<file path="config.mk">
export PLATFORM = sky130hd
export DESIGN_NAME = cluster_bbox_centroid_filter_flat
export DESIGN_NICKNAME = d
export VERILOG_FILES = /design/src/rtl/cbcf_pkg.sv /design/src/rtl/cbcf_point_if.sv /design/src/rtl/cbcf_result_if.sv /design/src/rtl/cbcf_cfg_if.sv /design/src/rtl/cbcf_dp.sv /design/src/rtl/cbcf_ctrl.sv /design/src/rtl/cluster_bbox_centroid_filter.sv /design/src/flat_wrapper.sv
export VERILOG_INCLUDE_DIRS = /design/src /design/src/rtl
export SDC_FILE = /design/constraint.sdc
export NUM_CORES = 1
export LEC_CHECK = 0
export BUFFER_PORTS_ARGS = -buffer_cell sky130_fd_sc_hd__buf_2
export CAP_MARGIN = 20
export CORE_AREA = 2 2 248 250
export DETAILED_ROUTE_END_ITERATION = 12
export DIE_AREA = 0 0 250 252
export GPL_TIMING_DRIVEN = 1
export SYNTH_ARGS = -nofsm -noshare
export SYNTH_HDL_FRONTEND = slang
export SYNTH_SLANG_ARGS = --single-unit
</file>
<file path="constraint.sdc">
create_clock -name clk -period 13 [get_ports clk]
set_input_delay 0.65 -clock clk [delete_from_list [all_inputs] [get_ports clk]]
set_output_delay 0.65 -clock clk [all_outputs]
set_load 0.005 [all_outputs]
</file>
<file path="src/rtl/cluster_bbox_centroid_filter_macros.svh">
// assertion macros for the cluster bounding box and centroid filter
// no dependencies; included by cbcf_ctrl, the module that carries assertions
`ifndef CLUSTER_BBOX_CENTROID_FILTER_MACROS_SVH
`define CLUSTER_BBOX_CENTROID_FILTER_MACROS_SVH
`ifndef SYNTHESIS
`define CBCF_ASSERT(label, clk, rst, prop) \
  label: assert property (@(posedge clk) disable iff (rst) prop) \
    else $error("cbcf assertion failed");
`define CBCF_ASSERT_NEXT(label, clk, rst, ante, cons) \
  label: assert property (@(posedge clk) disable iff (rst) (ante) |=> (cons)) \
    else $error("cbcf assertion failed");
`else
`define CBCF_ASSERT(label, clk, rst, prop)
`define CBCF_ASSERT_NEXT(label, clk, rst, ante, cons)
`endif
`endif

</file>
<file path="src/rtl/cbcf_pkg.sv">
// shared types and constants for the cluster bounding box and centroid filter
// no dependencies
package cbcf_pkg;

  localparam int COORD_BITS   = 18;
  localparam int SUM_BITS     = 30;
  localparam int CNT_BITS     = 13;
  localparam int MAX_POINTS   = 4096;
  localparam int THR_BITS     = 17;
  localparam int CFG_IDX_BITS = 3;
  localparam int CFG_DATA_BITS = 18;
  localparam int DIV_CNT_BITS = $clog2(SUM_BITS);

  typedef logic signed [COORD_BITS-1:0] coord_t;
  typedef logic signed [SUM_BITS-1:0]   sum_t;
  typedef logic [CNT_BITS-1:0]          cnt_t;
  typedef logic [THR_BITS-1:0]          thr_t;
  typedef logic [CFG_IDX_BITS-1:0]      cfg_idx_t;
  typedef logic [CFG_DATA_BITS-1:0]     cfg_data_t;
  typedef logic [DIV_CNT_BITS-1:0]      div_cnt_t;

  localparam cfg_idx_t CFG_MAX_HEIGHT   = 3'd0;
  localparam cfg_idx_t CFG_MAX_EXTENT_X = 3'd1;
  localparam cfg_idx_t CFG_MAX_EXTENT_Y = 3'd2;
  localparam cfg_idx_t CFG_FLOOR_LIMIT  = 3'd3;

  localparam thr_t   RST_MAX_HEIGHT   = 17'd400;
  localparam thr_t   RST_MAX_EXTENT   = 17'd500;
  localparam coord_t RST_FLOOR_LIMIT  = '0;

  localparam cnt_t     CNT_LIMIT = CNT_BITS'(MAX_POINTS);
  localparam div_cnt_t DIV_LAST  = DIV_CNT_BITS'(SUM_BITS - 1);

  typedef struct packed {
    logic accum;     // accumulate the accepted point
    logic eval;      // check thresholds, load the dividers
    logic div_step;  // one quotient bit
    logic finish;    // load result register, clear accumulators
  } ctrl_cmd_t;

  typedef struct packed {
    logic keep_now;  // cluster passes all checks (valid during eval)
  } dp_status_t;

endpackage

</file>
<file path="src/rtl/cbcf_point_if.sv">
// point input channel: valid/ready plus one lidar point
// depends on cbcf_pkg
interface cbcf_point_if import cbcf_pkg::*; ();
  logic   valid;
  logic   ready;
  coord_t point_x;
  coord_t point_y;
  coord_t point_z;
  logic   last_of_cluster;

  modport source (output valid, point_x, point_y, point_z, last_of_cluster, input ready);
  modport sink   (input valid, point_x, point_y, point_z, last_of_cluster, output ready);
endinterface

</file>
<file path="src/rtl/cbcf_result_if.sv">
// result output channel: valid/ready plus one cluster result
// depends on cbcf_pkg
interface cbcf_result_if import cbcf_pkg::*; ();
  logic   valid;
  logic   ready;
  logic   kept;
  coord_t center_x;
  coord_t center_y;
  coord_t center_z;

  modport source (output valid, kept, center_x, center_y, center_z, input ready);
  modport sink   (input valid, kept, center_x, center_y, center_z, output ready);
endinterface

</file>
<file path="src/rtl/cbcf_cfg_if.sv">
// configuration write channel: valid/ready, register index and data
// depends on cbcf_pkg
interface cbcf_cfg_if import cbcf_pkg::*; ();
  logic      valid;
  logic      ready;
  cfg_idx_t  index;
  cfg_data_t data;

  modport source (output valid, index, data, input ready);
  modport sink   (input valid, index, data, output ready);
endinterface

</file>
<file path="src/rtl/cbcf_dp.sv">
// datapath: config registers, bounding box and sum accumulators,
// shared-step restoring dividers for the means, result register; uses cbcf_pkg
module cbcf_dp import cbcf_pkg::*; (
  input  logic       clk,
  input  logic       rst,
  input  logic       cfg_wr,
  input  cfg_idx_t   cfg_index,
  input  cfg_data_t  cfg_data,
  input  coord_t     pt_x,
  input  coord_t     pt_y,
  input  coord_t     pt_z,
  input  ctrl_cmd_t  cmd,
  output dp_status_t status,
  output logic       res_kept,
  output coord_t     res_x,
  output coord_t     res_y,
  output coord_t     res_z
);

  thr_t   max_height;
  thr_t   max_ext_x;
  thr_t   max_ext_y;
  coord_t floor_limit;

  coord_t min_x, max_x, min_y, max_y, min_z, max_z;
  sum_t   sum_x, sum_y;
  cnt_t   count;

  // divider state
  logic                quo_neg_x, quo_neg_y;
  logic [SUM_BITS-1:0] quo_x, quo_y;
  cnt_t                rem_x, rem_y;
  logic                keep;

  logic signed [SUM_BITS:0] sum_x_wide, sum_y_wide;
  sum_t                     sum_x_next, sum_y_next;
  logic [COORD_BITS:0]      ext_x, ext_y, ext_z;
  logic [CNT_BITS:0]        rem_x_sh, rem_y_sh, divisor;
  logic [SUM_BITS-1:0]      quo_x_fix, quo_y_fix;

  function automatic sum_t sat_sum(input logic signed [SUM_BITS:0] s);
    sum_t r;
    if (s[SUM_BITS] != s[SUM_BITS-1]) begin
      r = s[SUM_BITS] ? {1'b1, {(SUM_BITS-1){1'b0}}} : {1'b0, {(SUM_BITS-1){1'b1}}};
    end else begin
      r = s[SUM_BITS-1:0];
    end
    return r;
  endfunction

  function automatic logic [SUM_BITS-1:0] magnitude(input sum_t s);
    return s[SUM_BITS-1] ? SUM_BITS'(-s) : SUM_BITS'(s);
  endfunction

  assign sum_x_wide = {sum_x[SUM_BITS-1], sum_x} + (SUM_BITS+1)'(pt_x);
  assign sum_y_wide = {sum_y[SUM_BITS-1], sum_y} + (SUM_BITS+1)'(pt_y);
  assign sum_x_next = sat_sum(sum_x_wide);
  assign sum_y_next = sat_sum(sum_y_wide);

  // extents are non-negative and fit one extra bit
  assign ext_x = {max_x[COORD_BITS-1], max_x} - {min_x[COORD_BITS-1], min_x};
  assign ext_y = {max_y[COORD_BITS-1], max_y} - {min_y[COORD_BITS-1], min_y};
  assign ext_z = {max_z[COORD_BITS-1], max_z} - {min_z[COORD_BITS-1], min_z};

  assign status.keep_now = (ext_z < (COORD_BITS+1)'(max_height)) &&
                           (min_z < floor_limit) &&
                           (ext_x < (COORD_BITS+1)'(max_ext_x)) &&
                           (ext_y < (COORD_BITS+1)'(max_ext_y));

  assign divisor  = {1'b0, count};
  assign rem_x_sh = {rem_x, quo_x[SUM_BITS-1]};
  assign rem_y_sh = {rem_y, quo_y[SUM_BITS-1]};

  assign quo_x_fix = quo_neg_x ? SUM_BITS'(-quo_x) : quo_x;
  assign quo_y_fix = quo_neg_y ? SUM_BITS'(-quo_y) : quo_y;

  always_ff @(posedge clk) begin
    if (rst) begin
      max_height  <= RST_MAX_HEIGHT;
      max_ext_x   <= RST_MAX_EXTENT;
      max_ext_y   <= RST_MAX_EXTENT;
      floor_limit <= RST_FLOOR_LIMIT;
    end else if (cfg_wr) begin
      case (cfg_index)
        CFG_MAX_HEIGHT:   max_height  <= cfg_data[THR_BITS-1:0];
        CFG_MAX_EXTENT_X: max_ext_x   <= cfg_data[THR_BITS-1:0];
        CFG_MAX_EXTENT_Y: max_ext_y   <= cfg_data[THR_BITS-1:0];
        CFG_FLOOR_LIMIT:  floor_limit <= cfg_data[COORD_BITS-1:0];
        default: ;
      endcase
    end
  end

  always_ff @(posedge clk) begin
    if (rst) begin
      count <= '0;
      sum_x <= '0;
      sum_y <= '0;
    end else if (cmd.finish) begin
      count <= '0;
      sum_x <= '0;
      sum_y <= '0;
    end else if (cmd.accum) begin
      if (count < CNT_LIMIT) begin
        count <= count + 1'b1;
        sum_x <= sum_x_next;
        sum_y <= sum_y_next;
      end
    end
  end

  // first point of a cluster loads the box
  always_ff @(posedge clk) begin
    if (cmd.accum) begin
      if (count == '0) begin
        min_x <= pt_x; max_x <= pt_x;
        min_y <= pt_y; max_y <= pt_y;
        min_z <= pt_z; max_z <= pt_z;
      end else begin
        if (pt_x < min_x) min_x <= pt_x;
        if (pt_x > max_x) max_x <= pt_x;
        if (pt_y < min_y) min_y <= pt_y;
        if (pt_y > max_y) max_y <= pt_y;
        if (pt_z < min_z) min_z <= pt_z;
        if (pt_z > max_z) max_z <= pt_z;
      end
    end
  end

  // restoring division of |sum| by count, one quotient bit per step
  always_ff @(posedge clk) begin
    if (cmd.eval) begin
      keep      <= status.keep_now;
      quo_neg_x <= sum_x[SUM_BITS-1];
      quo_neg_y <= sum_y[SUM_BITS-1];
      quo_x     <= magnitude(sum_x);
      quo_y     <= magnitude(sum_y);
      rem_x     <= '0;
      rem_y     <= '0;
    end else if (cmd.div_step) begin
      if (rem_x_sh >= divisor) begin
        rem_x <= CNT_BITS'(rem_x_sh - divisor);
        quo_x <= {quo_x[SUM_BITS-2:0], 1'b1};
      end else begin
        rem_x <= rem_x_sh[CNT_BITS-1:0];
        quo_x <= {quo_x[SUM_BITS-2:0], 1'b0};
      end
      if (rem_y_sh >= divisor) begin
        rem_y <= CNT_BITS'(rem_y_sh - divisor);
        quo_y <= {quo_y[SUM_BITS-2:0], 1'b1};
      end else begin
        rem_y <= rem_y_sh[CNT_BITS-1:0];
        quo_y <= {quo_y[SUM_BITS-2:0], 1'b0};
      end
    end
  end

  // rejected clusters report zeros
  always_ff @(posedge clk) begin
    if (cmd.finish) begin
      res_kept <= keep;
      res_x    <= keep ? quo_x_fix[COORD_BITS-1:0] : '0;
      res_y    <= keep ? quo_y_fix[COORD_BITS-1:0] : '0;
      res_z    <= keep ? min_z : '0;
    end
  end

endmodule

</file>
<file path="src/rtl/cbcf_ctrl.sv">
// controller: sequences accumulate, threshold check, divide and result load
// uses cbcf_pkg and the assertion macros header
`include "cluster_bbox_centroid_filter_macros.svh"
module cbcf_ctrl import cbcf_pkg::*; (
  input  logic       clk,
  input  logic       rst,
  input  logic       in_valid,
  input  logic       in_last,
  output logic       in_ready,
  output logic       out_valid,
  input  logic       out_ready,
  output ctrl_cmd_t  cmd,
  input  dp_status_t status
);

  typedef enum logic [1:0] {S_ACCUM, S_EVAL, S_DIV, S_DONE} state_t;

  state_t   state;
  div_cnt_t step;
  logic     in_fire;
  logic     out_free;

  assign in_ready = (state == S_ACCUM);
  assign in_fire  = in_valid && in_ready;
  assign out_free = !out_valid || out_ready;

  always_comb begin
    cmd          = '0;
    cmd.accum    = in_fire;
    cmd.eval     = (state == S_EVAL);
    cmd.div_step = (state == S_DIV);
    cmd.finish   = (state == S_DONE) && out_free;
  end

  always_ff @(posedge clk) begin
    if (rst) begin
      state     <= S_ACCUM;
      step      <= '0;
      out_valid <= 1'b0;
    end else begin
      if (cmd.finish) begin
        out_valid <= 1'b1;
      end else if (out_ready) begin
        out_valid <= 1'b0;
      end
      case (state)
        S_ACCUM: begin
          if (in_fire && in_last) state <= S_EVAL;
        end
        S_EVAL: begin
          step  <= '0;
          state <= status.keep_now ? S_DIV : S_DONE;
        end
        S_DIV: begin
          step <= step + 1'b1;
          if (step == DIV_LAST) state <= S_DONE;
        end
        S_DONE: begin
          if (out_free) state <= S_ACCUM;
        end
        default: state <= S_ACCUM;
      endcase
    end
  end

  `CBCF_ASSERT_NEXT(a_last_starts_eval, clk, rst, in_fire && in_last, state == S_EVAL)
  `CBCF_ASSERT_NEXT(a_finish_sets_valid, clk, rst, cmd.finish, out_valid && state == S_ACCUM)
  `CBCF_ASSERT(a_div_step_bound, clk, rst, (state == S_DIV) |-> (step <= DIV_LAST))

endmodule

</file>
<file path="src/rtl/cluster_bbox_centroid_filter.sv">
// top level of the cluster bounding box and centroid filter
// depends on cbcf_pkg, the channel interfaces, cbcf_ctrl and cbcf_dp
//
//   channel  dir  handshake          beat
//   pt       in   pt.valid/ready     point_x, point_y, point_z, last_of_cluster
//   res      out  res.valid/ready    kept, center_x, center_y, center_z
//   cfg      in   cfg.valid/ready    index, data (register write)
//
// points are taken one per cycle while accumulating; a last point closes
// the cluster. a rejected one then passes the threshold check, a kept one
// also a 30-step shared restoring divider for both means, before the next point.
// the result register holds one beat; the next cluster streams in while it waits.
// rst is synchronous; it restores the threshold defaults and empties the cluster.
// cfg is always ready.
module cluster_bbox_centroid_filter import cbcf_pkg::*; (
  input logic          clk,
  input logic          rst,
  cbcf_point_if.sink   pt,
  cbcf_result_if.source res,
  cbcf_cfg_if.sink     cfg
);

  ctrl_cmd_t  cmd;
  dp_status_t status;

  assign cfg.ready = 1'b1;

  cbcf_ctrl u_ctrl (
    .clk       (clk),
    .rst       (rst),
    .in_valid  (pt.valid),
    .in_last   (pt.last_of_cluster),
    .in_ready  (pt.ready),
    .out_valid (res.valid),
    .out_ready (res.ready),
    .cmd       (cmd),
    .status    (status)
  );

  cbcf_dp u_dp (
    .clk       (clk),
    .rst       (rst),
    .cfg_wr    (cfg.valid),
    .cfg_index (cfg.index),
    .cfg_data  (cfg.data),
    .pt_x      (pt.point_x),
    .pt_y      (pt.point_y),
    .pt_z      (pt.point_z),
    .cmd       (cmd),
    .status    (status),
    .res_kept  (res.kept),
    .res_x     (res.center_x),
    .res_y     (res.center_y),
    .res_z     (res.center_z)
  );

endmodule

</file>
<file path="src/flat_wrapper.sv">
// flat-port wrapper written by rule: the top's interface ports become plain ports
module cluster_bbox_centroid_filter_flat import cbcf_pkg::*;
  (clk, rst, pt_valid, pt_point_x, pt_point_y, pt_point_z, pt_last_of_cluster, pt_ready, res_valid, res_kept, res_center_x, res_center_y, res_center_z, res_ready, cfg_valid, cfg_index, cfg_data, cfg_ready);
  cbcf_point_if pt_i ();
  cbcf_result_if res_i ();
  cbcf_cfg_if cfg_i ();
  input logic clk;
  input logic rst;
  input wire logic [$bits(pt_i.valid)-1:0] pt_valid;
  input wire logic [$bits(pt_i.point_x)-1:0] pt_point_x;
  input wire logic [$bits(pt_i.point_y)-1:0] pt_point_y;
  input wire logic [$bits(pt_i.point_z)-1:0] pt_point_z;
  input wire logic [$bits(pt_i.last_of_cluster)-1:0] pt_last_of_cluster;
  output wire logic [$bits(pt_i.ready)-1:0] pt_ready;
  output wire logic [$bits(res_i.valid)-1:0] res_valid;
  output wire logic [$bits(res_i.kept)-1:0] res_kept;
  output wire logic [$bits(res_i.center_x)-1:0] res_center_x;
  output wire logic [$bits(res_i.center_y)-1:0] res_center_y;
  output wire logic [$bits(res_i.center_z)-1:0] res_center_z;
  input wire logic [$bits(res_i.ready)-1:0] res_ready;
  input wire logic [$bits(cfg_i.valid)-1:0] cfg_valid;
  input wire logic [$bits(cfg_i.index)-1:0] cfg_index;
  input wire logic [$bits(cfg_i.data)-1:0] cfg_data;
  output wire logic [$bits(cfg_i.ready)-1:0] cfg_ready;
  assign pt_i.valid = pt_valid;
  assign pt_i.point_x = pt_point_x;
  assign pt_i.point_y = pt_point_y;
  assign pt_i.point_z = pt_point_z;
  assign pt_i.last_of_cluster = pt_last_of_cluster;
  assign pt_ready = pt_i.ready;
  assign res_valid = res_i.valid;
  assign res_kept = res_i.kept;
  assign res_center_x = res_i.center_x;
  assign res_center_y = res_i.center_y;
  assign res_center_z = res_i.center_z;
  assign res_i.ready = res_ready;
  assign cfg_i.valid = cfg_valid;
  assign cfg_i.index = cfg_index;
  assign cfg_i.data = cfg_data;
  assign cfg_ready = cfg_i.ready;
  cluster_bbox_centroid_filter u_core (.clk(clk), .rst(rst), .pt(pt_i), .res(res_i), .cfg(cfg_i));
endmodule
</file>
; Word-level counts from Yosys, hierarchy flattened
; Cells that the tools add are included.
[word_totals]
register_bits = 402
inputBits = 81
output_inout_bits = 58
elab_cells = 133
[classes]
addsub = 13
n_lt_le_gt_ge = 13
n_eq_ne = 12
mux = 36
reduce_logical = 32
[op_table]
columns = operator, n
row1 = $mux 30, 10
row2 = $mux 18, 14
row3 = $lt 18x18->1, 4
row4 = $add 30x18->31, 2
row5 = $neg 30->30, 2
row6 = $lt 19x17->1, 3
row7 = $sub 18x18->19, 3
row8 = $gt 18x18->1, 3
row9 = $neg 18->18, 2
row10 = $ge 14x13->1, 2
row11 = $mux 13, 2
row12 = $sub 13x13->13, 2
row13 = $reduce_and 2->1, 11
row14 = $reduce_bool 2->1, 8
row15 = $add 13x1->13 const B, 1
row16 = $logic_not 13->1, 1
row17 = $lt 13x13->1 const B, 1
row18 = $pmux 5 s2, 1
row19 = $pmux 2 s4, 1
row20 = $eq 3x2->1 const B, 2
row21 = $logic_and 1x1->1, 6
row22 = $mux 2, 3
row23 = $add 5x1->5 const B, 1
row24 = $eq 5x5->1 const B, 1
row25 = other kinds (13), 20

; Longest topological paths before layout
; Gate-level depths: netlist of the first run.
[depth]
depth_word = 7
ltp_mapped = 23
depth_no_buf = 23

; Cells and area by module
; From an unflattened synthesis of the first run, not the netlist that was laid out.
[hier_totals]
hier_cells = 2960
area_unflattened_um2 = 27173.6
[modules_own_cells]
columns = module, instances, cells_per_inst, area_each_um2, seq_area_each_um2
row1 = cbcf_dp, 1, 2906, 26699.4, 10149.7
row2 = cbcf_ctrl, 1, 52, 462.9, 160.2
row3 = cluster_bbox_centroid_filter, 1, 2, 11.3, 0.0

; Worst setup path before layout of the first run
; No wires, ideal clock.
[synth_path]
path_type = input to register
from = input port res_ready
to = register u_core.u_dp.sum_y[9]
setup_ps = 119
arrival_time_ps = 4247
required_ps = 12881
slack_ps = 8634
stages = 7
n_path_buf = 2
path_cell_list = nor2b_1 nor2b_1 or2_2 clkbuf_1 a31oi_1 buf_2 o221a_2
[synth_lines]
columns = item, line_no
row1 = start: declaration, flat_wrapper.sv:20  ; input wire logic [$bits(res_i.ready)-1:0] res_ready;
row2 = end signal: assignment, cbcf_dp.sv:107  ; sum_y <= sum_y_next;
row3 = end: declaration, cbcf_dp.sv:26  ; sum_t sum_x, sum_y;

; Worst setup path after layout of the first run
[layout_path]
from = register u_core.u_dp.min_y[1]
to = register u_core.u_dp.keep, data pin
[layout_via]
elab_chain_cells = 3
[layout_rtl]
columns = item, line_no
row1 = start: declaration, cbcf_dp.sv:25  ; coord_t min_x, max_x, min_y, max_y, min_z, max_z;
row2 = start signal: assignment, cbcf_dp.sv:117  ; min_y <= pt_y; max_y <= pt_y;
row3 = start signal: assignment, cbcf_dp.sv:122  ; if (pt_y < min_y) min_y <= pt_y;
row4 = $sub 18x18->19, cbcf_dp.sv:62  ; assign ext_y = {max_y[COORD_BITS-1], max_y} - {min_y[COORD_BITS-1], min_y};
row5 = $lt 19x17->1, cbcf_dp.sv:68  ; (ext_y < (COORD_BITS+1)'(max_ext_y));
row6 = $logic_and 1x1->1, cbcf_dp.sv:67  ; (ext_x < (COORD_BITS+1)'(max_ext_x)) &&
row7 = net u_core.status, cluster_bbox_centroid_filter.sv:24  ; dp_status_t status;
row8 = end signal: assignment, cbcf_dp.sv:133  ; keep <= status.keep_now;
row9 = end: declaration, cbcf_dp.sv:33  ; logic keep;
; The timed path passes the listed nets, and every way through them passes these cells.
; A chain may end at the register's enable or synchronous reset.

==> results.toml, run 1 <==
[setup_path]
r2r-start = "u_core.u_dp.min_y[1]"
cp_top_family = "compound AO/OA/AOI/OAI gates"
cp.arrival_ns = 5.18
crit_path_max_incr_delay_ns = 0.47
path_cells = "inv_1 -> ha_1 -> nor2b_1 -> o21ai_0 -> a21boi_0 -> o21ai_0 -> a21boi_0 -> o41ai_1 -> o21ai_0 -> o21ai_0 -> nand2b_1 -> a21oi_1 -> xnor2_1 -> ha_1 -> a22oi_1 -> o2111ai_1 -> nor3_1 -> o31ai_1 -> a211o_1 -> a311oi_1 -> and3_1"
cp_num_cells = 21
endpoint_kind = "flip-flop"
cpMostUsedCell = "o21ai_0"
required_ns = 13.46
rrSetupSlack_ns = 8.28
reg2reg_to = "u_core.u_dp.keep"
slowest_stage = "o41ai_1"
critPathLaunchType = "flip-flop"
crit_buf_inv = 1
reg2reg_depth = 21
crit_start = "u_core.u_dp.min_y[1]"
setup.worst_path.end = "u_core.u_dp.keep"
crit_type = "flip-flop to flip-flop"
worst-path-max-fanout = 3

[route]
via_per_inst = 5.51
routed.top_layer = "met4"
drt-initial-drc-count = 1361
ant_nets = 0
wl_per_cell_um = 17.5
drt-met1-wl_mm = 31.5
via_count = 21300
wl_met3_mm = 2.61
wl_met2_mm = 31.7
drt_drc_violations_left = 0
drt_first_pass_iters = 5
wl_mm = 67.6

[run]
maxCapViolations = 0

[placement]
place.port_buffers = 137
gp_congestion = 0.892
hpwl_mm = 51.3
placed_cells = 3768

[sta]
finalSetupViolCount = 0
rsz0062_at_grt = "no"
relSlewSlack = 0.328
skew_ns = 0.0169
fin_crit_sh = 0.363
timing.fmax_ghz = 0.212
finalCriticalPeriod_ns = 4.72
fin_setup_tns_ns = 0
worst_slew_pin_slew_ns = 1.01
hold_viol_final = 0
drv_slew = 0

[yosys]
ys_seq_elements = 402
syn_avg_cell_area_sq_um = 9.23
yosysUniqueCellTypes = 72
yosysWarnings = 0
synthFlopType = "edfxtp_1"
synth-edff-count = 226
ys_async_sr_fraction = 0
synth_cells = 2919
synth.yosys.seq_area_share = 0.383
syn_nets = 3329
syn_area_sq_mm = 0.0269

[global_route]
grt_usage = 0.214
grt_max_degree = 78
grt_pass1_wl_mm = 110
grt-ovfl-total = 0
first_global_vias = 20800
grt_antenna_before_repair = 1

[finish]
fin_cells = 3862
final_common_cell = "ha_1"
final_cell_mix = "320 x ha_1, 285 x a21oi_1, 262 x inv_1, 259 x nand2_1, 226 x edfxtp_1"
syn2layout_area_growth_pct = 11.7
fin_nets = 3450
drive_gt1_frac = 0.0958

[clock_tree]
cts.sinks = 402
clockBufferDepth = 3
cts_max_level = 2
cts_tree = "built"
clk_pin_slew_ns = 0.06
insertion_delay_ns = 0.59
cts_buffers = 47
root_buffer = "clkbuf_16"
cts_resized = 0
ctsHoldBuffers = 0
post_cts_buffers = 0

[worst_hold_path]
worstHoldStart = "pt_point_z[10]"
hold_class = "input pin to flip-flop"

[pwr]
p_leak_uw = 0.0127
vdd_ir_drop_max_mv = 0.114
powerDensity_mw_per_mm2 = 262

[die]
die_width_um = 250
die_h_um = 252
io_pins = 139
rows = 90
start_util = 0.448
core_sq_mm = 0.0601
dieArea_sq_mm = 0.0630

[status]
status = "finished, final reports clean"
==> state kept, by name (all words and copies together) (netlist names), 2 cells and up <==
signal,count
u_core.u_dp.quo_x,30
u_core.u_dp.max_height,17
u_core.u_dp.res_y,18
u_core.u_dp.max_y,18
u_core.u_ctrl.step,5
u_core.u_dp.quo_y,30
u_core.u_dp.rem_y,13
u_core.u_dp.sum_x,30
u_core.u_dp.res_x,18
u_core.u_dp.min_x,18
u_core.u_ctrl.state,2
u_core.u_dp.res_z,18
u_core.u_dp.max_x,18
u_core.u_dp.max_ext_y,17
u_core.u_dp.min_z,18
u_core.u_dp.max_z,18
u_core.u_dp.min_y,18
u_core.u_dp.max_ext_x,17
u_core.u_dp.rem_x,13
u_core.u_dp.count,13
u_core.u_dp.sum_y,30
u_core.u_dp.floor_limit,18
==> cells by family after synthesis <==
group           Yosys count  synth area share
compound gates          768             0.179
xor+xnor                204            0.0663
fa+ha+maj               350             0.163
buf+inv                 353            0.0495
flops                   402             0.383
mux                      45            0.0178
other cells               1          0.000139
simple gates            796             0.142
==> through the flow <==
stage | setup slack (ns) | utilization | power (uW) | cell area (sq um) | hold slack [ns]
floorplan | 8.63 | - | 5440 | 26900 | 0.436
global placement | 8.37 | 0.473 | 6380 | 28500 | 0.443
detailed placement | 8.25 | 0.473 | 6510 | 28500 | 0.447
CTS | 8.28 | 0.499 | 7890 | 30000 | 0.249
global route | 7.66 | 0.500 | 8580 | 30100 | 0.266
finish | 8.28 | 0.500 | 7870 | 30100 | 0.289
==> synthesized netlist by cell type (all sizes together) (12+ instances only) <==
| cell | instances | area share |
|---|---|---|
| clkbuf | 83 | 0.012 |
| nor4 | 12 | 0.0028 |
| dfxtp | 176 | 0.13 |
| nand4 | 35 | 0.0081 |
| a21o | 78 | 0.022 |
| nand3b | 14 | 0.0039 |
| inv | 262 | 0.037 |
| edfxtp | 226 | 0.25 |
| nor2 | 194 | 0.027 |
| nand2b | 38 | 0.0088 |
| nor2b | 45 | 0.010 |
| o221a | 13 | 0.0054 |
| and3 | 27 | 0.0063 |
| nand2 | 259 | 0.036 |
| and2 | 50 | 0.012 |
| o31ai | 31 | 0.0086 |
| a211oi | 40 | 0.011 |
| a221oi | 13 | 0.0045 |
| or3 | 20 | 0.0048 |
| nand3 | 35 | 0.0065 |
| xnor2 | 123 | 0.040 |
| ha | 322 | 0.15 |
| a21boi | 16 | 0.0045 |
| mux2 | 24 | 0.010 |
| a21oi | 286 | 0.053 |
| xor2 | 81 | 0.026 |
| o21bai | 16 | 0.0045 |
| o21a | 33 | 0.0092 |
| mux2i | 21 | 0.0078 |
| maj3 | 21 | 0.0078 |
| nor3 | 40 | 0.0076 |
| o21ai | 151 | 0.028 |
==> power by group <==
part / internal (uW) / switching [uW] / total [uW]
clock: 786 / 553 / 1340
sequential: 1870 / 366 / 2240
combinational: 1860 / 2430 / 4290
total: 4520 / 3350 / 7870
==> area by class of cell <==
class                      instances  area [sq um]
antenna                            1          2.50
sequential                       402         10300
clock inverter                    23           208
clock buffer                      65          1350
tap                              782           978
inverter                         262           983
fill                            5649         30000
multi-input combinational       2164         15400
timing repair buffer             163           900
==> per-layer routing <==
metal / global-route usage / up-vias
li1: - / 10700
met1: 0.284 / 10100
met2: 0.363 / 377
met3: 0.0295 / 87
met4: 0.0640 / 0
met5: 0 / -
==> worst min-delay path by stage <==
| stage | endpoint | slack [ns] | depth (start not counted) |
|---|---|---|---|
| floorplan | u_core.u_dp.floor_limit[10] | 0.44 | 2 |
| CTS | u_core.u_dp.max_z[10] | 0.25 | 1 |
| global placement | u_core.u_dp.floor_limit[11] | 0.44 | 2 |
| global route | u_core.u_dp.max_z[9] | 0.27 | 1 |
| detailed placement | u_core.u_dp.floor_limit[1] | 0.45 | 2 |
| finish | u_core.u_dp.max_z[10] | 0.29 | 1 |
No activity file was read; power rests on OpenSTA's default activity.
==> run 2, diff against run 1 <==
Clock period 13 ns to 3.9 ns, I/O delays scaled along.
==> results.toml, run 2 (same netlist as run 1, synthesis figures left out) <==
[die]
dieArea_sq_mm = 0.0630
io_pins = 139
die_width_um = 250
start_util = 0.448
rows = 90
die_h_um = 252
core_sq_mm = 0.0601

[setup_path]
cp.arrival_ns = 4.82
path_cells = "inv_1 -> ha_1 -> inv_1 -> fa_2 -> a21o_1 -> a21oi_2 -> o211ai_1 -> o211ai_1 -> o21ai_1 -> a21oi_2 -> o21bai_1 -> a21o_1 -> a21o_1 -> a21oi_2 -> xnor2_2 -> ha_1 -> a22oi_2 -> o2111ai_1 -> nor3_1 -> o31ai_1 -> a211o_1 -> a311oi_4 -> and3_1"
worst-path-max-fanout = 2
required_ns = 4.34
critPathLaunchType = "flip-flop"
rrSetupSlack_ns = -0.47
endpoint_kind = "flip-flop"
crit_type = "flip-flop to flip-flop"
crit_path_max_incr_delay_ns = 0.38
slowest_stage = "edfxtp_1"

[route]
drt-initial-drc-count = 1121
ant_nets = 0
via_per_inst = 5.45
drt_first_pass_iters = 5
via_count = 22000
wl_per_cell_um = 17.3
drt_drc_violations_left = 0
wl_mm = 69.7

[clock_tree]
cts.sinks = 402
insertion_delay_ns = 0.60
cts_buffers = 47
root_buffer = "clkbuf_16"
cts_tree = "built"
clockBufferDepth = 3
clk_pin_slew_ns = 0.06
cts_max_level = 2

[finish]
fin_nets = 3622
final_common_cell = "ha_1"
drive_gt1_frac = 0.125
final_core_util = 0.526
n_fill_cell = 5549
seq_area_sq_mm = 0.0103
final_cell_mix = "320 x ha_1, 281 x a21oi_1, 262 x inv_1, 259 x nand2_1, 226 x edfxtp_1"
multi_input_area_sq_mm = 0.0154
antenna_cells = 0
syn2layout_area_growth_pct = 17.3
fin_cells = 4033

[sta]
rsz0062_at_grt = "yes"
skew_ns = 0.0270
finalCriticalPeriod_ns = 4.37
drv_slew = 0
hold_viol_final = 0
finalSetupViolCount = 2
holdWs_ns = 0.0699
fin_crit_sh = 1.12
relSlewSlack = 0.366
setup_ws_ns = -0.474
worst_slew_pin_slew_ns = 0.947
timing.fmax_ghz = 0.229

[placement]
place_worst_setup_slack_ns = -0.488
placed_cells = 3870
place.port_buffers = 137
hpwl_mm = 52.4
gp_congestion = 0.885

[worst_hold_path]
hold_class = "input pin to flip-flop"

[global_route]
first_global_vias = 21800
grt_pass1_wl_mm = 113
grt_max_degree = 96
grt_usage = 0.221
grt-ovfl-total = 0
grt_antenna_before_repair = 1

[run]
maxCapViolations = 0

[pwr]
switchingPower_uw = 11400
seqPwrFrac = 0.271
vdd_ir_drop_max_mv = 0.367
switching_share = 0.417
p_leak_uw = 0.0134
p_int_uw = 15900
p_comb_frac = 0.569
pwr-share-clk = 0.160
powerDensity_mw_per_mm2 = 863
p_total_uw = 27300

[status]
violations = "negative setup slack"
status = "finished with violations"
[run 2: power groups by stage]
| stage | Sequential (uW) | Combinational [uW] | Clock (uW) |
|---|---|---|---|
| CTS | 7390 | 15500 | 4460 |
| floorplan | 7100 | 11000 | 0 |
| finish | 7400 | 15500 | 4360 |
| detailed placement | 7470 | 15200 | 0 |
| global route | 7580 | 17500 | 4630 |
| global placement | 7420 | 14800 | 0 |
[run 2: final timing paths]
kind | cells after the start | end | from
max | 23 | u_core.u_dp.keep | u_core.u_dp.max_x[0]
min | 1 | u_core.u_dp.max_y[17] | pt_point_y[17]
max reg2reg | 23 | u_core.u_dp.keep | u_core.u_dp.max_x[0]
min reg2reg | 2 | u_core.u_dp.max_height[3] | u_core.u_dp.max_height[3]
[run 2: stage by stage]
step           instance area (sq um)  setup TNS, ns
6_report                       31600         -0.889
5_1_grt                        31600          -1.68
4_1_cts                        31500         -0.955
3_5_place_dp                   29300         -0.959
3_3_place_gp                   29300         -0.758
2_1_floorplan                  27000        -0.0802
[run 2: cell type report]
class	instances	share of cell area
Clock buffer	62	0.0406
Clock inverter	26	0.00681
Timing Repair Buffer	335	0.0759
Sequential cell	402	0.326
Tap cell	782	0.0310
Inverter	262	0.0311
Multi-Input combinational cell	2164	0.488
[run 2: what timing repair did]
item	4_1_cts	5_1_grt
endpoints found under the setup margin	2	11
cloned	0	0
hold buffers	71	0
endpoints found under the hold margin	172	0
pin swaps	5	7
setup buffers	2	1
resized for setup	7	6
[run 2: critical path: cells and delay by family, from the launching register on]
kind / cells / cell delay [ns]
AOI/OAI and AO/OA: 15 / 2.40
and+or+nand+nor: 2 / 0.44
buffers and inverters: 2 / 0.13
adders and majority gates: 3 / 0.81
xor gates and xnor gates: 1 / 0.08
DFF: 1 / 0.38
[run 2: per-layer routing]
metal,part of all wire,vias up,GRT usage
met3,0.038,116,0.0252
li1,-,11000,-
met2,0.47,414,0.378
met5,0,-,0
met4,0.032,0,0.0784
met1,0.46,10400,0.289
